**src/stbg_pkg.sv**
```systemverilog
`default_nettype none
package stbg_pkg;

    localparam int SAMPLE_RATE_HZ_DEF   = 44100;
    localparam int SINE_TABLE_DEPTH_DEF = 1024;
    localparam int SYMBOL_COUNT_DEF     = 32;

    localparam int FRAME_RESET = 3845;

    localparam logic [1:0] REG_BAND  = 2'd0;
    localparam logic [1:0] REG_FRAME = 2'd1;
    localparam logic [1:0] REG_CHAN  = 2'd2;

    localparam logic [31:0] Q30_ONE = 32'd1073741824;
    localparam logic [31:0] PC1 = 32'd1686629713;
    localparam logic [31:0] PC3 = 32'd693598668;
    localparam logic [31:0] PC5 = 32'd85569306;
    localparam logic [31:0] PC7 = 32'd5026995;
    localparam logic [31:0] PC9 = 32'd172272;

    function automatic logic [13:0] low_band_hz(input logic [4:0] k);
        logic [13:0] r;
        begin
            unique case (k)
                5'd0: r = 14'd1760;  5'd1: r = 14'd1864;  5'd2: r = 14'd1975;
                5'd3: r = 14'd2093;  5'd4: r = 14'd2217;  5'd5: r = 14'd2349;
                5'd6: r = 14'd2489;  5'd7: r = 14'd2637;  5'd8: r = 14'd2793;
                5'd9: r = 14'd2959;  5'd10: r = 14'd3135; 5'd11: r = 14'd3322;
                5'd12: r = 14'd3520; 5'd13: r = 14'd3729; 5'd14: r = 14'd3951;
                5'd15: r = 14'd4186; 5'd16: r = 14'd4434; 5'd17: r = 14'd4698;
                5'd18: r = 14'd4978; 5'd19: r = 14'd5274; 5'd20: r = 14'd5587;
                5'd21: r = 14'd5919; 5'd22: r = 14'd6271; 5'd23: r = 14'd6644;
                5'd24: r = 14'd7040; 5'd25: r = 14'd7458; 5'd26: r = 14'd7902;
                5'd27: r = 14'd8372; 5'd28: r = 14'd8869; 5'd29: r = 14'd9397;
                5'd30: r = 14'd9956; default: r = 14'd10548;
            endcase
            return r;
        end
    endfunction

    typedef struct packed {
        logic        start;
        logic        bad;
        logic [15:0] len;
        logic [15:0] n;
        logic [31:0] phase;
    } stbg_req_t;

endpackage
`default_nettype wire

```
**src/stbg_unit.sv**
```systemverilog
`default_nettype none
// shared sequencer: window isqrt (bit pairs), window divide (restoring),
// sine polynomial (horner on one 32x32 multiplier) and final scaling
module stbg_unit #(
    parameter int SINE_TABLE_DEPTH = stbg_pkg::SINE_TABLE_DEPTH_DEF
) (
    input  wire logic              clk,
    input  wire logic              rst_n,
    input  wire stbg_pkg::stbg_req_t req,
    output logic                   done,
    output logic signed [14:0]     result
);
    import stbg_pkg::*;

    localparam int AW = $clog2(SINE_TABLE_DEPTH);

    typedef enum logic [2:0] {
        S_IDLE, S_SQRT, S_LOAD, S_DIV, S_POLY, S_SCALE, S_DONE
    } state_t;

    state_t      state_reg;
    logic [4:0]  cnt_reg;
    logic [63:0] rad_reg;
    logic [31:0] root_reg;
    logic [33:0] rem_reg;
    logic [31:0] quo_reg;
    logic [15:0] len_reg;
    logic        bad_reg;
    logic [31:0] phase_reg;
    logic [30:0] t_reg;
    logic [31:0] t2_reg;
    logic [31:0] p_reg;
    logic [31:0] mult_a;
    logic [31:0] mult_b;
    logic [63:0] prod;
    logic [33:0] trial;
    logic [32:0] dtrial;
    logic [31:0] q;
    logic        neg_reg;
    logic [15:0] sine_mag_reg;
    logic signed [14:0] result_reg;
    logic [31:0] m;
    logic [31:0] vol_c;
    logic [31:0] coef;
    logic [47:0] smp_prod;
    logic [31:0] smag;

    assign q = {phase_reg[31 -: AW], {(32 - AW){1'b0}}};
    assign m = (req.n < req.len) ? 32'(req.n) * 32'(req.len - req.n) : 32'd0;
    assign prod = 64'(mult_a) * 64'(mult_b);
    // restoring sqrt: one result bit per cycle
    assign trial = {rem_reg[31:0], rad_reg[63:62]} - {root_reg, 2'b01};
    assign dtrial = {rem_reg[31:0], quo_reg[31]} - {17'd0, len_reg};
    assign vol_c = quo_reg;

    always_comb
    begin
        unique case (cnt_reg[2:0])
            3'd0: coef = PC7;
            3'd1: coef = PC5;
            3'd2: coef = PC3;
            default: coef = PC1;
        endcase
        mult_a = p_reg;
        mult_b = t2_reg;
        if (cnt_reg == 5'd31)
        begin
            mult_a = {1'b0, t_reg};
            mult_b = {1'b0, t_reg};
        end
        else if (cnt_reg[2:0] == 3'd4)
        begin
            mult_b = {1'b0, t_reg};
        end
    end

    assign smp_prod = 48'(sine_mag_reg) * 48'(root_reg[15:0]) + 48'd16384;
    assign smag = smp_prod[46:15];

    always_ff @(posedge clk or negedge rst_n)
    begin
        if (!rst_n)
        begin
            state_reg    <= S_IDLE;
            cnt_reg      <= '0;
            rad_reg      <= '0;
            root_reg     <= '0;
            rem_reg      <= '0;
            quo_reg      <= '0;
            len_reg      <= '0;
            bad_reg      <= 1'b0;
            phase_reg    <= '0;
            t_reg        <= '0;
            t2_reg       <= '0;
            p_reg        <= '0;
            neg_reg      <= 1'b0;
            sine_mag_reg <= '0;
            result_reg   <= '0;
        end
        else
        begin
            unique case (state_reg)
                S_IDLE:
                begin
                    if (req.start)
                    begin
                        state_reg <= S_SQRT;
                        cnt_reg   <= '0;
                        rad_reg   <= {2'b00, m, 30'd0};
                        root_reg  <= '0;
                        rem_reg   <= '0;
                        len_reg   <= (req.len == 16'd0) ? 16'd1 : req.len;
                        bad_reg   <= req.bad;
                        phase_reg <= req.phase;
                    end
                end
                S_SQRT:
                begin
                    rad_reg <= {rad_reg[61:0], 2'b00};
                    if (!trial[33])
                    begin
                        rem_reg  <= trial;
                        root_reg <= {root_reg[30:0], 1'b1};
                    end
                    else
                    begin
                        rem_reg  <= {rem_reg[31:0], rad_reg[63:62]};
                        root_reg <= {root_reg[30:0], 1'b0};
                    end
                    cnt_reg <= cnt_reg + 5'd1;
                    if (cnt_reg == 5'd31)
                    begin
                        state_reg <= S_LOAD;
                        rem_reg   <= '0;
                        cnt_reg   <= '0;
                    end
                end
                S_LOAD:
                begin
                    // load dividend sqrt + len/2
                    quo_reg   <= root_reg + 32'(len_reg >> 1);
                    rem_reg   <= '0;
                    state_reg <= S_DIV;
                end
                S_DIV:
                begin
                    if (!dtrial[32])
                        rem_reg <= {1'b0, dtrial};
                    else
                        rem_reg <= {2'b00, rem_reg[30:0], quo_reg[31]};
                    quo_reg <= {quo_reg[30:0], ~dtrial[32]};
                    cnt_reg <= cnt_reg + 5'd1;
                    if (cnt_reg == 5'd31)
                    begin
                        state_reg <= S_POLY;
                        cnt_reg   <= 5'd31;
                        t_reg <= q[30] ? 31'(Q30_ONE - {2'b00, q[29:0]}) : {1'b0, q[29:0]};
                        neg_reg <= q[31];
                        p_reg <= PC9;
                    end
                end
                S_POLY:
                begin
                    if (cnt_reg == 5'd31)
                    begin
                        t2_reg  <= prod[61:30];
                        cnt_reg <= '0;
                    end
                    else if (cnt_reg[2:0] == 3'd4)
                    begin
                        sine_mag_reg <= (prod[61:30] > Q30_ONE) ? 16'h8000 :
                                        16'((prod[61:30] + 32'd16384) >> 15);
                        root_reg  <= vol_c;
                        state_reg <= S_SCALE;
                    end
                    else
                    begin
                        p_reg   <= coef - prod[61:30];
                        cnt_reg <= cnt_reg + 5'd1;
                    end
                end
                S_SCALE:
                begin
                    if (bad_reg)
                        result_reg <= '0;
                    else if (neg_reg && sine_mag_reg != 16'd0)
                        result_reg <= 15'(-$signed({1'b0, smag}));
                    else
                        result_reg <= (smag > 32'd16383) ? 15'sd16383 : 15'(smag);
                    state_reg <= S_DONE;
                end
                default:
                begin
                    state_reg <= S_IDLE;
                end
            endcase
        end
    end

    assign done   = (state_reg == S_DONE);
    assign result = result_reg;

`ifndef ASSERT_OFF
    a_start_idle: assert property (@(posedge clk) disable iff (!rst_n)
        req.start |-> state_reg == S_IDLE) else $error("start while busy");
    a_done_one: assert property (@(posedge clk) disable iff (!rst_n)
        done |=> !done) else $error("done held");
    a_scale_done: assert property (@(posedge clk) disable iff (!rst_n)
        state_reg == S_SCALE |=> done) else $error("scale not done");
`endif
endmodule
`default_nettype wire

```
**config.mk**
```make
export PLATFORM = sky130hd
export DESIGN_NAME = stbg_unit
export DESIGN_NICKNAME = d
export VERILOG_FILES = /design/src/stbg_pkg.sv /design/src/stbg_unit.sv
export SDC_FILE = /design/constraint.sdc
export NUM_CORES = 2
export LEC_CHECK = 0
export CORE_MARGIN = 1
export CORE_UTILIZATION = 60
export CTS_CLUSTER_SIZE = 12
export DETAILED_ROUTE_END_ITERATION = 16
export DONT_BUFFER_PORTS = 1
export HOLD_SLACK_MARGIN = 0.06
export PLACE_DENSITY = 0.76
export SLEW_MARGIN = 25
export SYNTH_ARGS = -nofsm -noshare
export SYNTH_HDL_FRONTEND = slang
export SYNTH_SLANG_ARGS = --single-unit
```
**constraint.sdc**
```tcl
create_clock -name clk -period 15.7 [get_ports clk]
set_clock_uncertainty 0.05 [all_clocks]
set_input_delay 0.785 -clock clk [delete_from_list [all_inputs] [get_ports clk]]
set_output_delay 0.785 -clock clk [all_outputs]
set_load 0.03 [all_outputs]
```
After elaboration in Yosys (flattened, before gate mapping). Index checks and enable logic that the tools add are counted.

Add/sub/neg operators: 10. $mul: 3. $lt $le $gt $ge: 3. Eq/ne operators: 17. Muxes and demuxes: 40. Bitwise operators: 2. Reductions and logical operators: 21.

Operator list (count): $mux 32 (14); $pmux 32 s2 (2); $pmux 32 s4 (1); $pmux 64 s2 (1); $pmux 32 s3 (1); $pmux 31 s3 (1); $mux 64 (1); $mul 32x32->62 (1); $mux 15 (3); $sub 34x34->34 (1); $add 32x15->33 const B (1); $sub 33x16->33 (1); $add 32x15->32 (1); $gt 32x31->1 const B (1); $mul 16x16->32 (1); $mul 17x17->32 (1); $mux 16 (2); $sub 31x32->32 (1); $add 31x15->31 const B (1); $mux 31 (1); $sub 31x30->31 const A (1); $mux 5 (5); $pmux 5 s4 (1); $gt 18x14->1 const B (1); 25 further kinds (51).

Register bits after elaboration: 344. Bits of input ports: 68. Output and inout bits: 16. Word-level logic and storage cells: 111.

Longest topological paths before layout.
Word-level depth: 8. Gate-level depth with buffers: 47. Gate-level depth less buffers: 42.

Worst setup path before layout. Ideal clock, no wire load.

Kind: reg-to-reg. Start: register cnt_reg[0]. End: register p_reg[30]. Library setup time: 0.069 ns. Arrival time: 10.947 ns. Data required time: 15.581 ns. Setup slack: 4.634 ns. Cell stages (with the launch flop): 40. Buffers on the path: 4. Period minus slack after synthesis: 11.066 ns. Cell sequence: dfrtp_1 -> ha_1 -> and3_1 -> ha_1 -> buf_2 -> a21oi_1 -> clkbuf_1 -> and2_1 -> clkbuf_1 -> clkbuf_1 -> nand2_1 -> fa_1 -> fa_1 -> fa_1 -> fa_1 -> inv_1 -> fa_1 -> fa_1 -> [4 not listed] -> nor4_1 -> o21ai_0 -> and3_1 -> xnor2_1 -> inv_1 -> ha_1 -> o21a_1 -> o31a_1 -> o41a_1 -> o41ai_1 -> o21ai_0 -> nor3_1 -> a21o_1 -> o221ai_1 -> nand4_1 -> a21boi_1 -> or4_1 -> nand3_1.

Longest elaborated chain between the ends: 8. Elaborated cells between the ends (all ways): 18. Classes of those cells: add/sub (1); mul (1); eq/ne (7); mux (7); reduce/logical (2).

Ends and longest elaborated chain: start, declared (RTL line stbg_unit.sv:22) `logic [4:0] cnt_reg;`; start signal, assigned (RTL line stbg_unit.sv:130) `cnt_reg <= cnt_reg + 5'd1;`; start signal, assigned (RTL line stbg_unit.sv:152) `cnt_reg <= cnt_reg + 5'd1;`; start signal, assigned (RTL line stbg_unit.sv:179) `cnt_reg <= cnt_reg + 5'd1;`; $eq 3x3->1 (RTL line stbg_unit.sv:71, stbg_unit.sv:169); $mux 32 (RTL line stbg_unit.sv:71) `else if (cnt_reg[2:0] == 3'd4)`; $mux 32 (RTL line stbg_unit.sv:66) `if (cnt_reg == 5'd31)`; $mul 32x32->62 (RTL line stbg_unit.sv:50) `assign prod = 64'(mult_a) * 64'(mult_b);`; $sub 31x32->32 (RTL line stbg_unit.sv:178) `p_reg <= coef - prod[61:30];`; $mux 32 (RTL line stbg_unit.sv:169) `else if (cnt_reg[2:0] == 3'd4)`; $mux 32 (RTL line stbg_unit.sv:164) `if (cnt_reg == 5'd31)`; $pmux 32 s2 (RTL line stbg_unit.sv:102) `unique case (state_reg)`; end signal, assigned (RTL line stbg_unit.sv:178); end, declared (RTL line stbg_unit.sv:32) `logic [31:0] p_reg;`.

Several ways; a longest one is shown, not always the timed one. The select of a mux whose other input is x is not followed. A chain may end at the register's enable or synchronous reset.

Worst setup path after layout.
Start: register cnt_reg[0]. End: register p_reg[29].

Same word-level chain as after synthesis.

==> out/qor.yml <==
yosys:
  synth-seq-cells: 270
  synth_common_cells: "1470 x inv_1, 1302 x fa_1, 1110 x nand2_1, 591 x ha_1, 493 x nor2_1"
  synth_edf_count: 0
  synthArstFlopShare: 1.00
  avgSynthCellArea_um2: 8.64
  synthesis.nets: 9938
  synth_cell_types: 89
  netlist.area_leader.share: 0.378
  ys_seq_area_frac: 0.0980
  synth_ff_type: "dfrtp_1"
  synth_area_leaders: "fa_1 38%, ha_1 11%, dfrtp_1 9.8%, inv_1 8.0%, nand2_1 6.0%"
  yosysMostFrequentCell: "inv_1"
  synth_cells: 7977
  yosys_warnings: 0
  netlist_area_um2: 68900
  synth_area_leader_cell: "fa_1"
power:
  p_leak_nw: 36.8
  ir_worst_vdd_v: 0.000761
  power_density_nw_per_um2: 202
clock_network:
  path_clk_slew_ns: 0.06
  cts_buffer_depth: 3
  clkLatencyLatePin_ns: 0.57
  cts.sinks: 270
  tritoncts: "built"
  htreeDepth: 2
  cts_buffers: 35
  post-cts-setup-buffer-count: 0
  clock-root-buffer: "clkbuf_16"
timing:
  setup_viol: 0
  rsz0062_at_grt: "no"
  hold_viol: 0
  hold_ws_ns: 0.272
  tns_ns: 0
  fmax_mhz: 75.0
  slew_viol_final: 0
  min_period_ns: 13.32
  fin_crit_sh: 0.849
  slew_headroom: 0.278
  worstMarginPinSlew_ns: 1.08
critical_path:
  start_kind: "flop"
  startpoint: "cnt_reg[0]$_DFFE_PN0P_"
  r2r-start: "cnt_reg[0]$_DFFE_PN0P_"
  crit_fanout: 148
  worstPathArrival_ns: 13.71
  ff2ff_path_depth: 37
  end_kind: "flop"
  critPathRequiredTime_ns: 16.09
  cpMostUsedCell: "fa_1"
  path_class: "reg2reg"
  ff2ff_setup_slack_ns: 2.38
  reg2reg_to: "p_reg[29]$_DFFE_PN0P_"
  endpoint: "p_reg[29]$_DFFE_PN0P_"
  cp_slowest_cell: "and2_1"
  critPathMaxStageDelay_ns: 0.83
floorplan:
  ios: 84
  core_um2: 113000
  die_area_um2: 116000
  rows: 123
  start_util: 0.609
  die_w_um: 341
  die_h_um: 341
global_routing:
  grt_pass1_wl_mm: 320
  grt_max_degree: 271
  grtUsageTotal: 0.353
  grt-ovfl-total: 0
  grt_pass1_vias: 58821
  antenna_found_initial: 5
job:
  maxCapViolations: 0
placement:
  port_buffers: 0
  hpwl_mm: 154
  gp_congestion: 1.02
status:
  status: "finished clean"
drt:
  wl_per_cell_um: 21.7
  drt-pass1-iter-count: 8
  routed_wl_mm: 201
  drt_iter0_drc: 4541
  vias_per_cell: 6.07
  ant_nets: 0
  dr_total_vias: 56015
  drc: 0
cells_and_area:
  final_layout_size_suffix_gt1_frac: 0.0325
  fin_nets: 9666
  fillers: 9710
  syn_to_final_growth_pct: 3.63
  largest_reg_flops: 34
worst_hold_path:
  hp-class: "in2reg"
[kinds of logic (layout without fill, tap and decap cells)]
logic type	after synthesis	after routing	share of synthesized area
DFF	270	270	0.0980
and+or+nand+nor	2668	2668	0.184
AOI/OAI and AO/OA	996	996	0.0943
xor gates and xnor gates	212	212	0.0280
muxes	49	49	0.00741
other	0	4	0
buffers and inverters	1889	1641	0.103
adders and majority gates	1893	1893	0.485
[routing by layer]
layer  part of all wire  routed length (µm)  vias up  global-route usage
met4              0.061               12200        4               0.184
met3              0.086               17200      606              0.0617
met1               0.37               74700    28282               0.440
met5            0.00013                  27        -                   0
li1                   -                   -    24609                   -
met2               0.48               96500     2514               0.590
[power by group]
part	internal, mW	switching (mW)	total (mW)
Clock	0.462	0.347	0.809
Combinational	5.13	7.48	12.6
Sequential	0.815	0.190	1.01
[what timing repair did]
| item | in CTS | in global routing |
|---|---|---|
| gates resized for setup | 0 | 0 |
| hold buffers | 1 | 1 |
| hold endpoints to repair | 270 | 11 |
[worst min path at each step]
stage                              startpoint  cells after the start                        end
finish                                req[29]                      2  phase_reg[29]$_DFFE_PN0P_
global route                          req[29]                      2  phase_reg[29]$_DFFE_PN0P_
global placement    phase_reg[31]$_DFFE_PN0P_                      2  phase_reg[31]$_DFFE_PN0P_
floorplan           phase_reg[31]$_DFFE_PN0P_                      2  phase_reg[31]$_DFFE_PN0P_
detailed placement  phase_reg[31]$_DFFE_PN0P_                      2  phase_reg[31]$_DFFE_PN0P_
CTS                                   req[29]                      2  phase_reg[29]$_DFFE_PN0P_
[area by class of cell]
| class | instances | area [µm²] | share of cell area |
|---|---|---|---|
| clock inverters | 13 | 138 | 0.00193 |
| repair buffers | 109 | 910 | 0.0127 |
| multi-input cells | 5818 | 55200 | 0.773 |
| clock buffers | 48 | 985 | 0.0138 |
| diodes | 4 | 10.0 | 0.000140 |
| flip-flops and latches | 270 | 6760 | 0.0946 |
| inverters | 1471 | 5520 | 0.0773 |
| well taps | 1500 | 1880 | 0.0263 |
[cells in the final DEF, fill, tap and decap left out, drive strengths merged, types with 32 or more instances in the layout]
master  netlist  layout
o211ai       32      32
nand3        71      71
clkbuf      397      48
xnor2       132     132
inv        1470    1474
nor3         73      73
nor2        493     493
buf          21     108
and3        405     405
and2        240     240
nand2b       45      45
o21ai       257     257
or3          33      33
a22oi        76      76
mux2i        33      33
a21o         76      76
fa         1302    1302
nand2      1110    1110
nor2b        55      55
a21oi       236     236
nand4        36      36
xor2         76      76
ha          591     591
dfrtp       270     270
a31oi        44      44
[through the flow]
step / power (mW) / instances / setup slack (ns) / utilization / area, µm²
global placement: 13.2 / 9163 / 2.76 / 0.620 / 70100
detailed placement: 13.4 / 9164 / 2.66 / 0.620 / 70200
finish: 14.4 / 9233 / 2.38 / 0.631 / 71400
CTS: 14.4 / 9226 / 2.63 / 0.630 / 71300
global route: 16.0 / 9230 / 1.86 / 0.631 / 71400
floorplan: 10.3 / 7977 / 4.63 / - / 68900
[worst max-delay path: cells and delay by family, from the launching register on]
kind            cells  cell delay [ns]
compound gates     12             4.02
fa+ha+maj          12             5.44
buf+inv             5             0.80
flops               1             0.43
simple gates        8             2.33
Note: power is estimated with default switching activity, not from simulation.
